File: config.mk
export PLATFORM = sky130hd
export DESIGN_NAME = fsd_ctrl
export DESIGN_NICKNAME = d
export VERILOG_FILES = /design/src/rtl/fsd_pkg.sv /design/src/rtl/fsd_ctrl.sv
export SDC_FILE = /design/constraint.sdc
export NUM_CORES = 1
export LEC_CHECK = 0
export BUFFER_PORTS_ARGS = -buffer_cell sky130_fd_sc_hd__clkbuf_2
export CAP_MARGIN = 0
export CORE_AREA = 3 3 40 42
export CTS_BUF_LIST = sky130_fd_sc_hd__clkbuf_4 sky130_fd_sc_hd__clkbuf_8
export CTS_CLUSTER_SIZE = 20
export DETAILED_ROUTE_END_ITERATION = 16
export DIE_AREA = 0 0 43 45
export PLACE_DENSITY = 0.47
export SLEW_MARGIN = 20
export SYNTH_ARGS = -nofsm -noshare
export SYNTH_HDL_FRONTEND = slang
export SYNTH_SLANG_ARGS = --single-unit
File: constraint.sdc
create_clock -name clk_i -period 1.5 [get_ports clk_i]
set_clock_uncertainty 0.1 [all_clocks]
set_input_delay 0.075 -clock clk_i [delete_from_list [all_inputs] [get_ports clk_i]]
set_output_delay 0.075 -clock clk_i [all_outputs]
set_load 0.005 [all_outputs]
File: src/rtl/fsd_pkg.sv
package fsd_pkg;

  localparam int unsigned CFG_INDEX_W = 3;
  localparam int unsigned CFG_DATA_W  = 16;
  localparam int unsigned ERR_W       = 9;
  localparam int unsigned LANES       = 3;
  localparam int unsigned STORE_W     = ERR_W * LANES;

  typedef enum logic [CFG_INDEX_W-1:0] {
    CFG_IMAGE_WIDTH  = 3'd0,
    CFG_IMAGE_HEIGHT = 3'd1,
    CFG_LEVELS_RED   = 3'd2,
    CFG_LEVELS_GREEN = 3'd3,
    CFG_LEVELS_BLUE  = 3'd4
  } cfg_index_e;

  typedef struct packed {
    logic [12:0] image_width;
    logic [15:0] image_height;
    logic [7:0]  levels_red;
    logic [7:0]  levels_green;
    logic [7:0]  levels_blue;
  } cfg_t;

  typedef struct packed {
    logic [7:0] red_in;
    logic [7:0] green_in;
    logic [7:0] blue_in;
  } in_pixel_t;

  typedef struct packed {
    logic [7:0] red_out;
    logic [7:0] green_out;
    logic [7:0] blue_out;
  } out_pixel_t;

  typedef enum logic [2:0] {
    ST_IDLE,
    ST_FETCH,
    ST_FETCH2,
    ST_UPPER,
    ST_LEFT,
    ST_LEVEL,
    ST_QUANT
  } state_e;

  typedef struct packed {
    logic accept;
    logic fetch_second;
    logic win_shift;
    logic win_right;
    logic upper;
    logic left;
    logic level;
    logic finish;
  } dp_cmd_t;

  typedef struct packed {
    logic has_left;
    logic has_right;
    logic out_free;
  } dp_status_t;

endpackage

File: src/rtl/fsd_ctrl.sv
module fsd_ctrl import fsd_pkg::*; (
  input  logic       clk_i,
  input  logic       rst_ni,
  input  logic       in_valid_i,
  output logic       in_ready_o,
  input  dp_status_t status_i,
  output dp_cmd_t    cmd_o
);

  state_e state_q, state_d;

  always_ff @(posedge clk_i or negedge rst_ni) begin
    if (!rst_ni) begin
      state_q <= ST_IDLE;
    end else begin
      state_q <= state_d;
    end
  end

  always_comb begin
    state_d    = state_q;
    cmd_o      = '0;
    in_ready_o = 1'b0;
    unique case (state_q)
      ST_IDLE: begin
        in_ready_o = 1'b1;
        if (in_valid_i) begin
          cmd_o.accept = 1'b1;
          state_d      = ST_FETCH;
        end
      end
      ST_FETCH: begin
        // The first column of a wider row needs two line-buffer reads.
        if (!status_i.has_left && status_i.has_right) begin
          cmd_o.fetch_second = 1'b1;
          state_d            = ST_FETCH2;
        end else begin
          cmd_o.win_shift = 1'b1;
          state_d         = ST_UPPER;
        end
      end
      ST_FETCH2: begin
        cmd_o.win_right = 1'b1;
        state_d         = ST_UPPER;
      end
      ST_UPPER: begin
        cmd_o.upper = 1'b1;
        state_d     = ST_LEFT;
      end
      ST_LEFT: begin
        cmd_o.left = 1'b1;
        state_d    = ST_LEVEL;
      end
      ST_LEVEL: begin
        cmd_o.level = 1'b1;
        state_d     = ST_QUANT;
      end
      ST_QUANT: begin
        if (status_i.out_free) begin
          cmd_o.finish = 1'b1;
          state_d      = ST_IDLE;
        end
      end
      default: begin
        state_d = ST_IDLE;
      end
    endcase
  end

endmodule

==> Word level (Yosys, flattened, before mapping) <==
Cells that the tools add are included.
Widths: inputs -> output; s select.
{ "totals": {"reg_bits": 3, "input_bits": 6} }
{ "classes": {"eq_ne": 8, "mux": 16, "n_reduce_logical": 4} }
{ "ops": {"columns": ["cell", "count"], "rows": [
  ["$pmux 3 s7", 1],
  ["$mux 1", 12],
  ["$eq 3x3->1 const B", 3],
  ["$eq 3x2->1 const B", 2],
  ["$mux 3", 2],
  ["$ne 2x2->1 const B", 2],
  ["$eq 3x1->1 const B", 1],
  ["$logic_not 3->1", 1],
  ["$mux 2", 1],
  ["$reduce_and 2->1", 1],
  ["$logic_and 1x1->1", 1],
  ["$logic_not 1->1", 1]
]} }

==> Depth between registers and ports, before layout <==
{ "logic_depth": {"word_depth": 4, "depth_mapped": 3} }

==> Least setup slack after synthesis <==
No wires, ideal clock.
{ "synth_path": {"kind": "register to register", "from": "register state_q[1]", "to": "register state_q[0]", "stages_incl_launch_ff": 4, "setup_ns": 0.132, "synth_period_minus_slack_ns": 1.203, "path_slack_ns": 0.297, "arrival_ns": 0.971, "required_ns": 1.268, "path_buffers": 0, "path_cell_list": "dfrtp_1 -> or2b_1 -> nor2_1 -> or3b_1"} }
{ "synth_between": {"elab_chain_cells": 3} }
{ "synth_rtl": {"columns": ["element", "line", "source"], "rows": [
  ["start, declared", "fsd_ctrl.sv:10", "state_e state_q, state_d;"],
  ["start signal, assigned", "fsd_ctrl.sv:16", "state_q <= state_d;"],
  ["$eq 3x3->1 or $logic_not 3->1 (tied branches)", "fsd_ctrl.sv:24", "unique case (state_q)"],
  ["$ne 2x2->1 (no line)", null, null],
  ["$reduce_and 2->1 (no line)", null, null]
]} }
Several ways; a longest one is shown, not always the timed one.
A chain may end at the register's enable or synchronous reset.

==> out/qor.log <==
[critical_path] cell type group with the largest total delay on the critical path flip-flops
[clock_network] deepest clock path buffer count 2
[run_status] run status completed
[cells_and_area] most flop-heavy register state_q
[floorplan] die height 45 microns
[critical_path] crit path launch type flip-flop
[critical_path] endpoint kind of the worst setup timing path output port
[logic_synthesis] per-instance average area after synthesis 8.60 sq um
[floorplan] Die Span X 43 microns
[global_route] total global routing overflow 0
[cells_and_area] Layout area overhead 65.2%
[logic_synthesis] largest family of logic cells by synthesized area simple AND/OR/NAND/NOR gates
[critical_path] Worst EP required 1320 ps
[clock_network] clock input transition at the sequential cells of the worst setup and hold paths 30 ps
[detailed_routing] remaining antenna violation count after routing 0
[min_path] class of the tightest hold or removal check input port to flip-flop
[floorplan] area of the placeable core 1280 sq um
[critical_path] startpoint-to-endpoint class of the critical path flip-flop to output port
[logic_synthesis] sequential fraction of the synthesis area 0.380
[clock_network] CTS H-Tree Depth 1
[logic_synthesis] xor and xnor area share after synthesis 0
[clock_network] clock net sink count 3
[logic_synthesis] post-synthesis register bit count 3
[placed_design] number of I/O port buffers 14
[sta] Max Freq 725 MHz
[global_route] wire length of the first global-routing pass 821 microns
[cells_and_area] leading registers by flop count state_q x3
[sta] final critical delay including setup and external delays 1380 ps
[flow_run] number of max-capacitance violations reported 0
[placed_design] GPL Wtd Cong 0.657
[logic_synthesis] mux share of post-synthesis cell area 0
[clock_network] TritonCTS clock tree built
[critical_path] CP max-delay cell sky130_fd_sc_hd__dfrtp_1
[cells_and_area] fill cell total of the finished layout 151
[floorplan] ports placed on the boundary 15
[sta] setup repair after global routing missed its margin no
[cells_and_area] fraction of layout instances using a drive strength above 1 0.500
[critical_path] critical path, cell by cell or2b_1, nor2_1, clkbuf_2
[power] maximum vdd ir drop 673 uV
[placed_design] Post-DP Area 287 sq um
[detailed_routing] violation count after the first detailed-route iteration 2
[detailed_routing] number of vias per cell after detailed routing 4.07
[critical_path] WP data arrival 1200 ps
[cells_and_area] final-stage net count 49
[logic_synthesis] cell count after synthesis 23
[logic_synthesis] biggest area contributors in the synthesized netlist sky130_fd_sc_hd__dfrtp_1, sky130_fd_sc_hd__nor3_1, sky130_fd_sc_hd__o21ai_0
[global_route] via count of the first global-routing pass 197
[logic_synthesis] Synth cell types 14
[placed_design] final HPWL from detailed placement 424 microns
[logic_synthesis] Synth Warn # 0
[logic_synthesis] Post-Synth Adder-Cell Area 0
[floorplan] row cnt 13
[cells_and_area] area of all placed cells without fillers 327 sq um
[placed_design] Placement Setup Slack 216 ps
[detailed_routing] Detailed Route WL 520 microns
[logic_synthesis] Cell Area, Synth 198 sq um
[critical_path] number of buffer and inverter stages on the critical path 1
[cells_and_area] flip-flop count of the largest register after layout 3
[sta] final slew viol count 0
[logic_synthesis] area share of and/or/nand/nor cells after synthesis 0.487
[sta] post-layout worst setup margin 122 ps
[clock_network] clock latency at the later pin of the worst-skew pair 230 ps
[sta] setup TNS after final layout 0 ps
[clock_network] post-cts gate resize count 0
[logic_synthesis] proportion of netlist area held by the largest area contributor 0.380
[power] power per unit of standard cell area 1920 nW/um^2
[floorplan] Die Footprint 1940 sq um
[detailed_routing] total via count in the routed design 232
[critical_path] Max FO, Critical Path 7
[detailed_routing] residual DRC count 0
[clock_network] TritonCTS Buffers 3
[sta] measured slew at the worst slew-check pin 250 ps
[global_route] GR Util All Layers 0.0659
[clock_network] clock root buffer sky130_fd_sc_hd__clkbuf_4
[global_route] number of antenna violations at the first check in global routing 0
[detailed_routing] Avg WL per Cell 9.12 microns
[critical_path] delay of the slowest critical-path stage 440 ps
[logic_synthesis] share of the synthesized area in compound gates (AO/OA/AOI/OAI) 0.114
[floorplan] starting utilization of the core area 0.154
[global_route] largest net degree at the start of global routing 9
[logic_synthesis] synthesized netlist net count 29
[sta] number of hold-slack violations in the final timing report 0
[sta] worst relative slew slack 0.833
[logic_synthesis] post-synthesis cell type with the largest combined area sky130_fd_sc_hd__dfrtp_1
[sta] Final setup violation count 0
[sta] fraction of the cycle the final worst path needs 0.919
[cells_and_area] Antenna Diode Count 0
[detailed_routing] Pre-antenna DRT Iters 2
[power] static leakage power 0.175 nW
## worst min-delay path: cells and delay by family
family,cells,cell delay [ps]
AOI/OAI and AO/OA,1,50
buffers and inverters,1,80
and+or+nand+nor,1,150
## routing by layer
layer	GRT usage	vias to the layer above	part of all wire
li1	-	119	-
met1	0.0726	97	0.46
met5	0	-	0
met2	0.0749	14	0.41
met4	0.0904	0	0.037
met3	0.0359	2	0.10
## cell usage in the layout (no fill, tap or decap), types with 2 or more instances in the layout
cell                       count
sky130_fd_sc_hd__nor2_1        3
sky130_fd_sc_hd__nor3_1        3
sky130_fd_sc_hd__dfrtp_1       3
sky130_fd_sc_hd__and2_1        2
sky130_fd_sc_hd__o21ai_0       3
sky130_fd_sc_hd__clkbuf_2     14
sky130_fd_sc_hd__clkbuf_4      4
## final cells by class
class / count / area, sq um / area share
Tap cell: 15 / 18.8 / 0.0575
Multi-Input combinational cell: 19 / 119 / 0.364
Clock buffer: 4 / 30.0 / 0.0920
Inverter: 1 / 3.75 / 0.0115
Sequential cell: 3 / 75.1 / 0.230
Timing Repair Buffer: 15 / 80.1 / 0.245
## kinds of logic (layout without fill, tap and decap cells)
group | after synthesis | after routing
DFF | 3 | 3
buffers and inverters | 1 | 20
and+or+nand+nor | 15 | 15
AOI/OAI and AO/OA | 4 | 4
## what timing repair did
action	4_1_cts	5_1_grt
hold buffers	1	0
endpoints found under the setup margin	0	0
buffers inserted	0	0
hold endpoints to repair	3	0
## final timing paths
kind / from / end / slack, ps / depth (start not counted)
max: state_q[0] / cmd_o[4] / 120 / 3
min: in_valid_i / state_q[0] / 70 / 3
max reg2reg: state_q[1] / state_q[0] / 220 / 3
min reg2reg: state_q[2] / state_q[2] / 550 / 1
max in group asynchronous: rst_ni / state_q[1] / 1110 / 2
min in group asynchronous: rst_ni / state_q[2] / 80 / 2
## cells in the mapped netlist, drive strengths merged
cell type and instances:
dfrtp 3, nor2 3, nor3b 1, inv 1
and3 1, o21ai 3, a21o 1, nand2b 2
nor2b 1, and2 2, nor3 3, or2b 1
or3b 1
## where the power goes
part           switching, mW  internal (mW)
Clock                 0.0418          0.118
Combinational          0.124          0.148
Sequential            0.0712          0.123
## stage by stage
stage / util / hold WS (ps) / total power, mW / cells
5_1_grt: 0.254 / 75.6 / 0.693 / 57
6_report: 0.254 / 67.6 / 0.626 / 57
2_1_floorplan: - / -321 / 0.349 / 23
3_3_place_gp: 0.223 / -224 / 0.474 / 52
3_5_place_dp: 0.223 / -226 / 0.474 / 52
4_1_cts: 0.254 / 66.2 / 0.644 / 57
No activity file was read; power rests on OpenSTA's default activity.
