**src/rtl/fsd_pkg.sv**
```systemverilog
package fsd_pkg;

  localparam int unsigned CFG_INDEX_W = 3;
  localparam int unsigned CFG_DATA_W  = 16;
  localparam int unsigned ERR_W       = 9;
  localparam int unsigned LANES       = 3;
  localparam int unsigned STORE_W     = ERR_W * LANES;

  typedef enum logic [CFG_INDEX_W-1:0] {
    CFG_IMAGE_WIDTH  = 3'd0,
    CFG_IMAGE_HEIGHT = 3'd1,
    CFG_LEVELS_RED   = 3'd2,
    CFG_LEVELS_GREEN = 3'd3,
    CFG_LEVELS_BLUE  = 3'd4
  } cfg_index_e;

  typedef struct packed {
    logic [12:0] image_width;
    logic [15:0] image_height;
    logic [7:0]  levels_red;
    logic [7:0]  levels_green;
    logic [7:0]  levels_blue;
  } cfg_t;

  typedef struct packed {
    logic [7:0] red_in;
    logic [7:0] green_in;
    logic [7:0] blue_in;
  } in_pixel_t;

  typedef struct packed {
    logic [7:0] red_out;
    logic [7:0] green_out;
    logic [7:0] blue_out;
  } out_pixel_t;

  typedef enum logic [2:0] {
    ST_IDLE,
    ST_FETCH,
    ST_FETCH2,
    ST_UPPER,
    ST_LEFT,
    ST_LEVEL,
    ST_QUANT
  } state_e;

  typedef struct packed {
    logic accept;
    logic fetch_second;
    logic win_shift;
    logic win_right;
    logic upper;
    logic left;
    logic level;
    logic finish;
  } dp_cmd_t;

  typedef struct packed {
    logic has_left;
    logic has_right;
    logic out_free;
  } dp_status_t;

endpackage

```
**src/rtl/fsd_datapath.sv**
```systemverilog
module fsd_datapath import fsd_pkg::*; #(
  parameter int unsigned MAX_WIDTH = 4096
) (
  input  logic                         clk_i,
  input  logic                         rst_ni,
  input  cfg_t                         cfg_i,
  input  dp_cmd_t                      cmd_i,
  output dp_status_t                   status_o,
  input  in_pixel_t                    in_data_i,
  output out_pixel_t                   out_data_o,
  output logic                         out_valid_o,
  input  logic                         out_ready_i,
  output logic                         mem_re_o,
  output logic [$clog2(MAX_WIDTH)-1:0] mem_raddr_o,
  input  logic [STORE_W-1:0]           mem_rdata_i,
  output logic                         mem_we_o,
  output logic [$clog2(MAX_WIDTH)-1:0] mem_waddr_o,
  output logic [STORE_W-1:0]           mem_wdata_o
);

  localparam int unsigned CW = $clog2(MAX_WIDTH);
  localparam int unsigned WW = $clog2(MAX_WIDTH + 1);

  // Adds one diffused term sign(e)*((|e|*k+8)>>4) and clamps to 0..255.
  function automatic logic [7:0] add_term(input logic [7:0] c, input logic [ERR_W-1:0] e,
                                          input logic [2:0] k);
    logic [ERR_W-1:0] mag;
    logic [11:0]      t;
    logic signed [12:0] r;
    mag = e[ERR_W-1] ? (~e + 9'd1) : e;
    t   = (12'(mag) * 12'(k) + 12'd8) >> 4;
    if (e[ERR_W-1]) begin
      r = $signed({5'b0, c}) - $signed({1'b0, t});
    end else begin
      r = $signed({5'b0, c}) + $signed({1'b0, t});
    end
    if (r < 0) begin
      return 8'd0;
    end else if (r > 13'sd255) begin
      return 8'd255;
    end
    return r[7:0];
  endfunction

  // Quantizer step floor(255/m) for m = 1..254.
  function automatic logic [7:0] step_of(input logic [7:0] m);
    logic [7:0] s;
    priority if (m >= 8'd128) s = 8'd1;
    else if (m >= 8'd86) s = 8'd2;
    else if (m >= 8'd64) s = 8'd3;
    else if (m >= 8'd52) s = 8'd4;
    else if (m >= 8'd43) s = 8'd5;
    else if (m >= 8'd37) s = 8'd6;
    else if (m >= 8'd32) s = 8'd7;
    else if (m >= 8'd29) s = 8'd8;
    else if (m >= 8'd26) s = 8'd9;
    else if (m >= 8'd24) s = 8'd10;
    else if (m >= 8'd22) s = 8'd11;
    else if (m >= 8'd20) s = 8'd12;
    else if (m == 8'd19) s = 8'd13;
    else if (m == 8'd18) s = 8'd14;
    else if (m >= 8'd16) s = 8'd15;
    else if (m == 8'd15) s = 8'd17;
    else if (m == 8'd14) s = 8'd18;
    else if (m == 8'd13) s = 8'd19;
    else if (m == 8'd12) s = 8'd21;
    else if (m == 8'd11) s = 8'd23;
    else if (m == 8'd10) s = 8'd25;
    else if (m == 8'd9) s = 8'd28;
    else if (m == 8'd8) s = 8'd31;
    else if (m == 8'd7) s = 8'd36;
    else if (m == 8'd6) s = 8'd42;
    else if (m == 8'd5) s = 8'd51;
    else if (m == 8'd4) s = 8'd63;
    else if (m == 8'd3) s = 8'd85;
    else if (m == 8'd2) s = 8'd127;
    else s = 8'd255;
    return s;
  endfunction

  // Position and frame state.
  logic [CW-1:0] col_cnt_q, col_cnt_d;
  logic [15:0]   row_cnt_q, row_cnt_d;
  logic [CW-1:0] cur_col_q;
  logic          has_up_q, has_left_q, has_right_q;

  // Per-lane payload.
  logic [LANES-1:0][7:0]       pix_q, c_q, level_q, step_q, out_q;
  logic [LANES-1:0][16:0]      x_q;
  logic [LANES-1:0][ERR_W-1:0] left_err_q, fresh_err;
  logic [STORE_W-1:0]          up_left_q, up_mid_q, up_right_q;
  logic                        out_valid_q;

  logic [31:0]   w_wide;
  logic [WW-1:0] w_eff;
  logic [15:0]   h_eff;
  logic          wrap;
  logic [CW-1:0] col_eff;
  logic [WW-1:0] col_p1;
  logic [16:0]   row1;
  logic [16:0]   row_p1;
  logic [15:0]   row_eff;
  logic          acc_has_right;
  logic [CW-1:0] acc_raddr;

  logic [LANES-1:0][7:0] m_lane;
  logic [LANES-1:0][7:0] c_upper, c_left, level_d, q_lane;
  logic [LANES-1:0][16:0] x_d;

  always_comb begin
    w_wide = 32'(cfg_i.image_width);
    if (w_wide == 32'd0) begin
      w_wide = 32'd1;
    end else if (w_wide > 32'(MAX_WIDTH)) begin
      w_wide = 32'(MAX_WIDTH);
    end
    w_eff = WW'(w_wide);
    h_eff = (cfg_i.image_height == 16'd0) ? 16'd1 : cfg_i.image_height;

    // A counter left beyond a narrowed width starts the next row.
    wrap    = WW'(col_cnt_q) >= w_eff;
    col_eff = wrap ? '0 : col_cnt_q;
    row1    = wrap ? (17'(row_cnt_q) + 17'd1) : 17'(row_cnt_q);
    row_eff = (row1 >= 17'(h_eff)) ? 16'd0 : row1[15:0];
    col_p1  = WW'(col_eff) + WW'(1);
    row_p1  = 17'(row_eff) + 17'd1;
    acc_has_right = col_p1 < w_eff;

    if (acc_has_right) begin
      col_cnt_d = col_p1[CW-1:0];
      row_cnt_d = row_eff;
    end else begin
      col_cnt_d = '0;
      row_cnt_d = (row_p1 >= 17'(h_eff)) ? 16'd0 : row_p1[15:0];
    end

    // Column zero reads its own entry first; later columns read one ahead, the last its own.
    if (col_eff == '0) begin
      acc_raddr = '0;
    end else if (acc_has_right) begin
      acc_raddr = col_p1[CW-1:0];
    end else begin
      acc_raddr = col_eff;
    end
  end

  assign mem_re_o    = cmd_i.accept | cmd_i.fetch_second;
  assign mem_raddr_o = cmd_i.fetch_second ? CW'(1) : acc_raddr;

  always_comb begin
    m_lane[0] = (cfg_i.levels_red < 8'd2) ? 8'd1 : (cfg_i.levels_red - 8'd1);
    m_lane[1] = (cfg_i.levels_green < 8'd2) ? 8'd1 : (cfg_i.levels_green - 8'd1);
    m_lane[2] = (cfg_i.levels_blue < 8'd2) ? 8'd1 : (cfg_i.levels_blue - 8'd1);
  end

  always_comb begin
    logic [15:0] prod;
    logic [15:0] y;
    logic [24:0] p;
    logic [7:0]  q0;
    logic [15:0] q0_255;
    logic [16:0] rem;
    logic [15:0] qprod;
    for (int ch = 0; ch < LANES; ch++) begin
      c_upper[ch] = pix_q[ch];
      if (has_up_q) begin
        if (has_left_q) begin
          c_upper[ch] = add_term(c_upper[ch], up_left_q[ch*ERR_W +: ERR_W], 3'd1);
        end
        c_upper[ch] = add_term(c_upper[ch], up_mid_q[ch*ERR_W +: ERR_W], 3'd5);
        if (has_right_q) begin
          c_upper[ch] = add_term(c_upper[ch], up_right_q[ch*ERR_W +: ERR_W], 3'd3);
        end
      end

      c_left[ch] = has_left_q ? add_term(c_q[ch], left_err_q[ch], 3'd7) : c_q[ch];
      prod       = 16'(c_left[ch]) * 16'(m_lane[ch]);
      x_d[ch]    = {prod, 1'b0} + 17'd255;

      // floor(x/510) = floor((x>>1)/255): reciprocal estimate, one correction.
      y           = x_q[ch][16:1];
      p           = 25'({y, 8'b0}) + 25'(y);
      q0          = p[23:16];
      q0_255      = 16'({q0, 8'b0}) - 16'(q0);
      rem         = 17'(y) - 17'(q0_255);
      level_d[ch] = (rem >= 17'd255) ? (q0 + 8'd1) : q0;

      qprod         = 16'(level_q[ch]) * 16'(step_q[ch]);
      q_lane[ch]    = qprod[7:0];
      fresh_err[ch] = {1'b0, c_q[ch]} - {1'b0, q_lane[ch]};
    end
  end

  always_ff @(posedge clk_i or negedge rst_ni) begin
    if (!rst_ni) begin
      col_cnt_q   <= '0;
      row_cnt_q   <= '0;
      left_err_q  <= '0;
      out_valid_q <= 1'b0;
    end else begin
      if (cmd_i.accept) begin
        col_cnt_q <= col_cnt_d;
        row_cnt_q <= row_cnt_d;
      end
      if (cmd_i.finish) begin
        left_err_q  <= fresh_err;
        out_valid_q <= 1'b1;
      end else if (out_ready_i) begin
        out_valid_q <= 1'b0;
      end
    end
  end

  always_ff @(posedge clk_i) begin
    if (cmd_i.accept) begin
      pix_q[0]    <= in_data_i.red_in;
      pix_q[1]    <= in_data_i.green_in;
      pix_q[2]    <= in_data_i.blue_in;
      cur_col_q   <= col_eff;
      has_up_q    <= row_eff != 16'd0;
      has_left_q  <= col_eff != '0;
      has_right_q <= acc_has_right;
    end
    if (cmd_i.fetch_second) begin
      up_mid_q <= mem_rdata_i;
    end
    if (cmd_i.win_shift) begin
      if (!has_left_q) begin
        up_mid_q   <= mem_rdata_i;
        up_right_q <= '0;
      end else begin
        // The previous pixel already read this column's upper entry.
        up_left_q  <= up_mid_q;
        up_mid_q   <= up_right_q;
        up_right_q <= has_right_q ? mem_rdata_i : '0;
      end
    end
    if (cmd_i.win_right) begin
      up_right_q <= mem_rdata_i;
    end
    if (cmd_i.upper) begin
      c_q <= c_upper;
    end
    if (cmd_i.left) begin
      c_q <= c_left;
      x_q <= x_d;
    end
    if (cmd_i.level) begin
      level_q <= level_d;
      for (int ch = 0; ch < LANES; ch++) begin
        step_q[ch] <= step_of(m_lane[ch]);
      end
    end
    if (cmd_i.finish) begin
      out_q <= q_lane;
    end
  end

  assign mem_we_o    = cmd_i.finish;
  assign mem_waddr_o = cur_col_q;
  assign mem_wdata_o = fresh_err;

  assign out_valid_o          = out_valid_q;
  assign out_data_o.red_out   = out_q[0];
  assign out_data_o.green_out = out_q[1];
  assign out_data_o.blue_out  = out_q[2];

  assign status_o.has_left  = has_left_q;
  assign status_o.has_right = has_right_q;
  assign status_o.out_free  = !out_valid_q || out_ready_i;

endmodule

```
**config.mk**
```make
export PLATFORM = sky130hd
export DESIGN_NAME = fsd_datapath
export DESIGN_NICKNAME = d
export VERILOG_FILES = /design/src/rtl/fsd_pkg.sv /design/src/rtl/fsd_datapath.sv
export SDC_FILE = /design/constraint.sdc
export NUM_CORES = 2
export LEC_CHECK = 0
export BUFFER_PORTS_ARGS = -buffer_cell sky130_fd_sc_hd__buf_2
export CAP_MARGIN = 40
export CORE_MARGIN = 2
export CORE_UTILIZATION = 65
export CTS_BUF_LIST = sky130_fd_sc_hd__clkbuf_4 sky130_fd_sc_hd__clkbuf_8 sky130_fd_sc_hd__clkbuf_16
export DETAILED_ROUTE_END_ITERATION = 10
export GPL_TIMING_DRIVEN = 0
export PLACE_DENSITY = 0.84
export RECOVER_POWER = 100
export SYNTH_ARGS = -nofsm -noshare
export SYNTH_HDL_FRONTEND = slang
export SYNTH_SLANG_ARGS = --single-unit
```
**constraint.sdc**
```tcl
create_clock -name clk_i -period 18.65 [get_ports clk_i]
set_clock_uncertainty 0.2 [all_clocks]
set_input_delay 0.9325 -clock clk_i [delete_from_list [all_inputs] [get_ports clk_i]]
set_output_delay 0.9325 -clock clk_i [all_outputs]
set_load 0.01 [all_outputs]
```
# After elaboration in Yosys (flattened, before gate mapping)
# Cells that the tools add are included.
# totals
inputBits	115
mem_bits_rw	0
memories	0
mem_bits_ro	0
latch_bits	0
elab_cells	546
output_inout_bits	81
register_bits	323
# classes
magnitude_cmp	74
n_shift	0
n_mux	245
n_reduce_logical	30
div	0
mul	15
n_bitwise	13
eq_ne	48
n_addsub	72
# ops
operator	n
2-to-1 mux 8 bit	63
2-to-1 mux 13 bit	29
== test 8 x 4 -> 1 bit, second input constant	24
2-to-1 mux 27 bit	7
greater-than comparator 13 x 9 -> 1 bit, second input constant	12
less-than comparator 13 x 1 -> 1 bit, second input constant	12
>= comparator 8 x 5 -> 1 bit, second input constant	18
2-to-1 mux 5 bit	24
adder 9 x 1 -> 9 bit, second input constant	12
2-to-1 mux 9 bit	12
NOT 9 bit	12
subtractor 8 x 8 -> 9 bit	12
== test 8 x 3 -> 1 bit, second input constant	12
>= comparator 8 x 6 -> 1 bit, second input constant	12
2-to-1 mux 4 bit	24
OR reduction 28 bit	3
adder 8 x 8 -> 9 bit	9
OR reduction 27 bit	3
adder 12 x 4 -> 12 bit, second input constant	6
adder 24 x 16 -> 24 bit	3
multiplier 9 x 3 -> 12 bit, second input constant	6
2-to-1 mux 6 bit	12
OR reduction 23 bit	3
2-to-1 mux 16 bit	4
44 further kinds	163

# Logic depth before layout (Yosys ltp)
# logic_depth
ltp_word	39
mapped_depth	44
depth_no_buf	44

# Least setup slack after synthesis
# No wires, ideal clock.
# synth_timing
path_kind	register to register
from	reg left_err_q[8] (netlist name)
to	reg x_q[16] (netlist name) (data pin)
stages_incl_launch_ff	43
n_path_buf	2
arrival_ps	9374
path_slack_ps	8805
required_ps	18179
path_cell_list	dfrtp_1 clkbuf_1 clkbuf_1 o31ai_1 xnor2_1 inv_1 fa_1 inv_1 ha_1 ha_1 and2_1 o21ai_0 nand2b_1 a21oi_1 o21bai_1 a21oi_1 o21bai_1 xor2_1 [... 7 more ...] nor2_1 ha_1 fa_1 ha_1 inv_1 fa_1 inv_1 fa_1 a21o_1 a21oi_1 o211ai_1 a21oi_1 nand2b_1 a21oi_1 a311o_1 or2_2 a2111oi_0 xnor2_1
# synth_lines
element	line	source
from (decl)	fsd_datapath.sv:90	logic [LANES-1:0][ERR_W-1:0] left_err_q, fresh_err;
from (signal assigned)	fsd_datapath.sv:206	left_err_q <= fresh_err;
to (signal assigned)	fsd_datapath.sv:246	x_q <= x_d;
to (decl)	fsd_datapath.sv:89	logic [LANES-1:0][16:0] x_q;

# Worst setup path in the final report
# layout_timing
from	in cfg_i[52] (netlist name)
to	reg row_cnt_q[2]
# layout_via
elab_chain_len	11
# layout_lines
element	line	source
from (decl)	fsd_datapath.sv:6	input cfg_t cfg_i,
greater-than comparator 13 bit	fsd_datapath.sv:114	end else if (w_wide > 32'(MAX_WIDTH)) begin
2-to-1 mux 13 bit	fsd_datapath.sv:114	
2-to-1 mux 13 bit (*)	fsd_datapath.sv:112	if (w_wide == 32'd0) begin
>= comparator 12 x 13 -> 1 bit	fsd_datapath.sv:121	wrap = WW'(col_cnt_q) >= w_eff;
2-to-1 mux 17 bit	fsd_datapath.sv:123	row1 = wrap ? (17'(row_cnt_q) + 17'd1) : 17'(row_cnt_q);
>= comparator 17 x 16 -> 1 bit	fsd_datapath.sv:124	row_eff = (row1 >= 17'(h_eff)) ? 16'd0 : row1[15:0];
2-to-1 mux 16 bit	fsd_datapath.sv:124	
adder 16 x 1 -> 17 bit	fsd_datapath.sv:126	row_p1 = 17'(row_eff) + 17'd1;
>= comparator 17 x 16 -> 1 bit	fsd_datapath.sv:134	row_cnt_d = (row_p1 >= 17'(h_eff)) ? 16'd0 : row_p1[15:0];
2-to-1 mux 16 bit	fsd_datapath.sv:134	
2-to-1 mux 16 bit (*)	fsd_datapath.sv:129	if (acc_has_right) begin
to (signal assigned)	fsd_datapath.sv:203	row_cnt_q <= row_cnt_d;
to (decl)	fsd_datapath.sv:83	logic [15:0] row_cnt_q, row_cnt_d;
# Every way passes the cells marked *; elsewhere a longest branch is shown, timed or not.
# A chain may end at the register's enable or synchronous reset.

==> impl_metrics.toml <==
[timing]
relSlewSlack = -1.409
slew_viol_final = 246
hold_viol = 0
fin_tns_setup_ns = 0
rsz0062_at_grt = "no"
min_period_ns = 12.92
setup_viol = 0
fmax_mhz = 77.41
tightest_slew_ns = 3.613
fin_crit_sh = 0.6927

[critical_path]
cp.arrival_ns = 13.20
crit_fanout = 10
timing.rr.start = "col_cnt_q[6]"
critPathLaunchType = "input port"
rrSetupSlack_ns = 6.42
end_kind = "flip-flop"
slowest_stage = "o41ai_1"
crit_path_frequent_cell = "clkbuf_1"
cp.required_ns = 18.94
slowest_delay_ns = 1.42
crit_type = "in -> reg"
ff2ff_path_depth = 35
rr_endpoint = "row_cnt_q[2]"

[synth]
yosys.area_share.simple = 0.1551
netlist_instances = 5151
synthXorXnorAreaFrac = 0.09023
synth_top_family_by_area = "adder cells"
async_flop_share = 0.1750
synthMuxAreaShare = 0.02270
yosysWarnings = 0
synth_fa_ha_area_frac = 0.2801
ys.flop_type = "edfxtp_1"
syn_avg_cell_area_um2 = 8.623
synth_compound_area_frac = 0.1750
syn_area_mm2 = 0.04442
synth_seq_area_share = 0.2100
yosys.cell_types.count = 95
synth-edff-count = 264
ys_ff_latch = 320

[floorplanning]
initial_core_util = 0.6591
fp.dieW_um = 265.4
ios = 196
core-area_mm2 = 0.06740
die-area_mm2 = 0.07044
floorplan.die.height_um = 265.4
fp-row-count = 95

[cells_and_area]
nFillCells = 5300
n_antenna_cell = 0
post-route-util = 0.7078
drive_above_1_share = 0.05172
synthToLayoutAreaGrowth_pct = 7.403
fin_nets = 6389
layout_common_cells = "667 x ha_1, 642 x inv_1, 392 x nor2_1, 387 x nand2_1, 329 x a21oi_1"
final_common_cell = "ha_1"

[clock_network]
cts.path.max_buffers = 3
clk_pin_slew_ns = 0.06
cts-root-buf = "clkbuf_16"
cts_resized = 0
htree_levels = 2
postCtsSetupRepairBufs = 0
clk_latency_ns = 0.59
clkSinkCount = 320
holdBufCountCts = 0
cts_buffers = 39
cts_tree = "yes"

[min_path]
min_from = "up_mid_q[8]"
hold_depth = 0
hp-class = "reg -> reg"
min_to = "up_left_q[8]"

[grt]
grt_pass1_wl_um = 182900
track_usage = 0.3157
antenna_found_initial = 1
gr-total-overflow = 0
grt_max_degree = 57
first_global_vias = 37360

[run]
maxCapViolCount = 8

[placement]
place.gp.congestion = 0.9709
port_buffers = 194
dp_hpwl_um = 90830

[detailed_routing]
drt_wl_total_um = 112000
ant_nets = 0
wl_per_cell_um = 17.76
drtIter0Drc = 3397
routed-via-count = 38150
vias_per_cell = 6.050
drtPass1Iterations = 7
drc_errors = 0

[run_status]
outcome = "finished, violations left"
violations = "max-capacitance violations, max-slew violations"
cell families after synthesis:
kind of cell	Yosys count
XOR/XNOR	455
AO/OA/AOI/OAI	1197
AND/OR/NAND/NOR	1428
other	2
adder cells (fa/ha/maj)	872
flip-flops	320
buffers and inverters	783
multiplexers	94
critical path, delay by kind of cell:
kind | cells | cell delay (ns)
buf+inv | 7 | 1.98
simple gates | 12 | 3.28
compound gates | 15 | 5.43
mux | 1 | 0.35
fa+ha+maj | 4 | 1.18
cell type report:
cell class / instances / area [um2] / share of cell area
tap: 873 / 1092 / 0.02290
inverter: 647 / 2429 / 0.05091
clock buffer: 54 / 1142 / 0.02395
sequential: 320 / 9329 / 0.1956
clock inverter: 17 / 201.4 / 0.004223
timing repair buffer: 205 / 909.6 / 0.01907
multi-input combinational: 4054 / 32080 / 0.6724
buffer: 136 / 523.0 / 0.01096
Yosys cell counts (15+ instances only):
cell type,n,share of area
fa_1,204,0.092
nor4_1,33,0.0046
ha_1,667,0.19
edfxtp_1,264,0.18
a211oi_1,38,0.0064
xor2_1,153,0.030
mux2_2,54,0.014
dfrtp_1,56,0.032
and2_1,118,0.017
nor3_1,106,0.012
a21oi_1,329,0.037
nor2b_1,61,0.0086
inv_1,642,0.054
clkbuf_1,110,0.0093
and3_1,17,0.0024
nor2_1,392,0.033
a31oi_1,31,0.0044
o21ai_0,278,0.031
buf_1,15,0.0013
o211ai_1,28,0.0047
xnor2_1,299,0.059
or3_1,34,0.0048
o21a_1,30,0.0051
nand3_1,85,0.0096
or2_2,33,0.0046
a22oi_1,19,0.0032
o31ai_1,43,0.0073
a21o_1,109,0.018
nand2b_1,66,0.0093
nand2_1,387,0.033
nand4_1,29,0.0041
mux2i_1,40,0.0090
o21bai_1,94,0.016
metal layers:
metal	GRT usage	share of wire	up-vias
met5	0	0.00012	-
met2	0.5176	0.45	1421
met1	0.4278	0.44	18050
met3	0.04055	0.074	262
li1	-	-	18410
met4	0.1185	0.036	2
how the worst max path moves through the flow:
stage                         end  slack (ns)          start
floorplan                 x_q[16]        8.80  left_err_q[8]
global placement          x_q[16]        7.23  left_err_q[8]
detailed placement        x_q[16]        7.11  left_err_q[8]
CTS                       x_q[16]        7.07  left_err_q[8]
global route        row_cnt_q[13]        4.89      cfg_i[52]
finish               row_cnt_q[2]        5.73      cfg_i[52]
per-stage QoR:
stage	hold WS, ns	instances	area, um2	setup WS (ns)
after floorplan	0.2244	5157	44440	8.805
after global placement	0.2270	6224	46500	7.225
after detailed placement	0.2463	6235	46660	7.109
after CTS	0.2661	6306	48000	7.065
after global routing	0.2892	6306	47710	4.889
final	0.2703	6306	47710	5.732
registers in the layout, summed over array words and instances (netlist names):
signal,flops
pix_q,24
has_right_q,1
x_q,48
up_right_q,27
has_left_q,1
mem_waddr_o,12
has_up_q,1
up_mid_q,27
out_valid_o,1
c_q,24
step_q,24
left_err_q,27
up_left_q,27
row_cnt_q,16
out_data_o,24
col_cnt_q,12
level_q,24
Power is left out: the tool's default activity adds up to more than one toggle a clock period on the data nets, which glitch-free logic cannot reach.
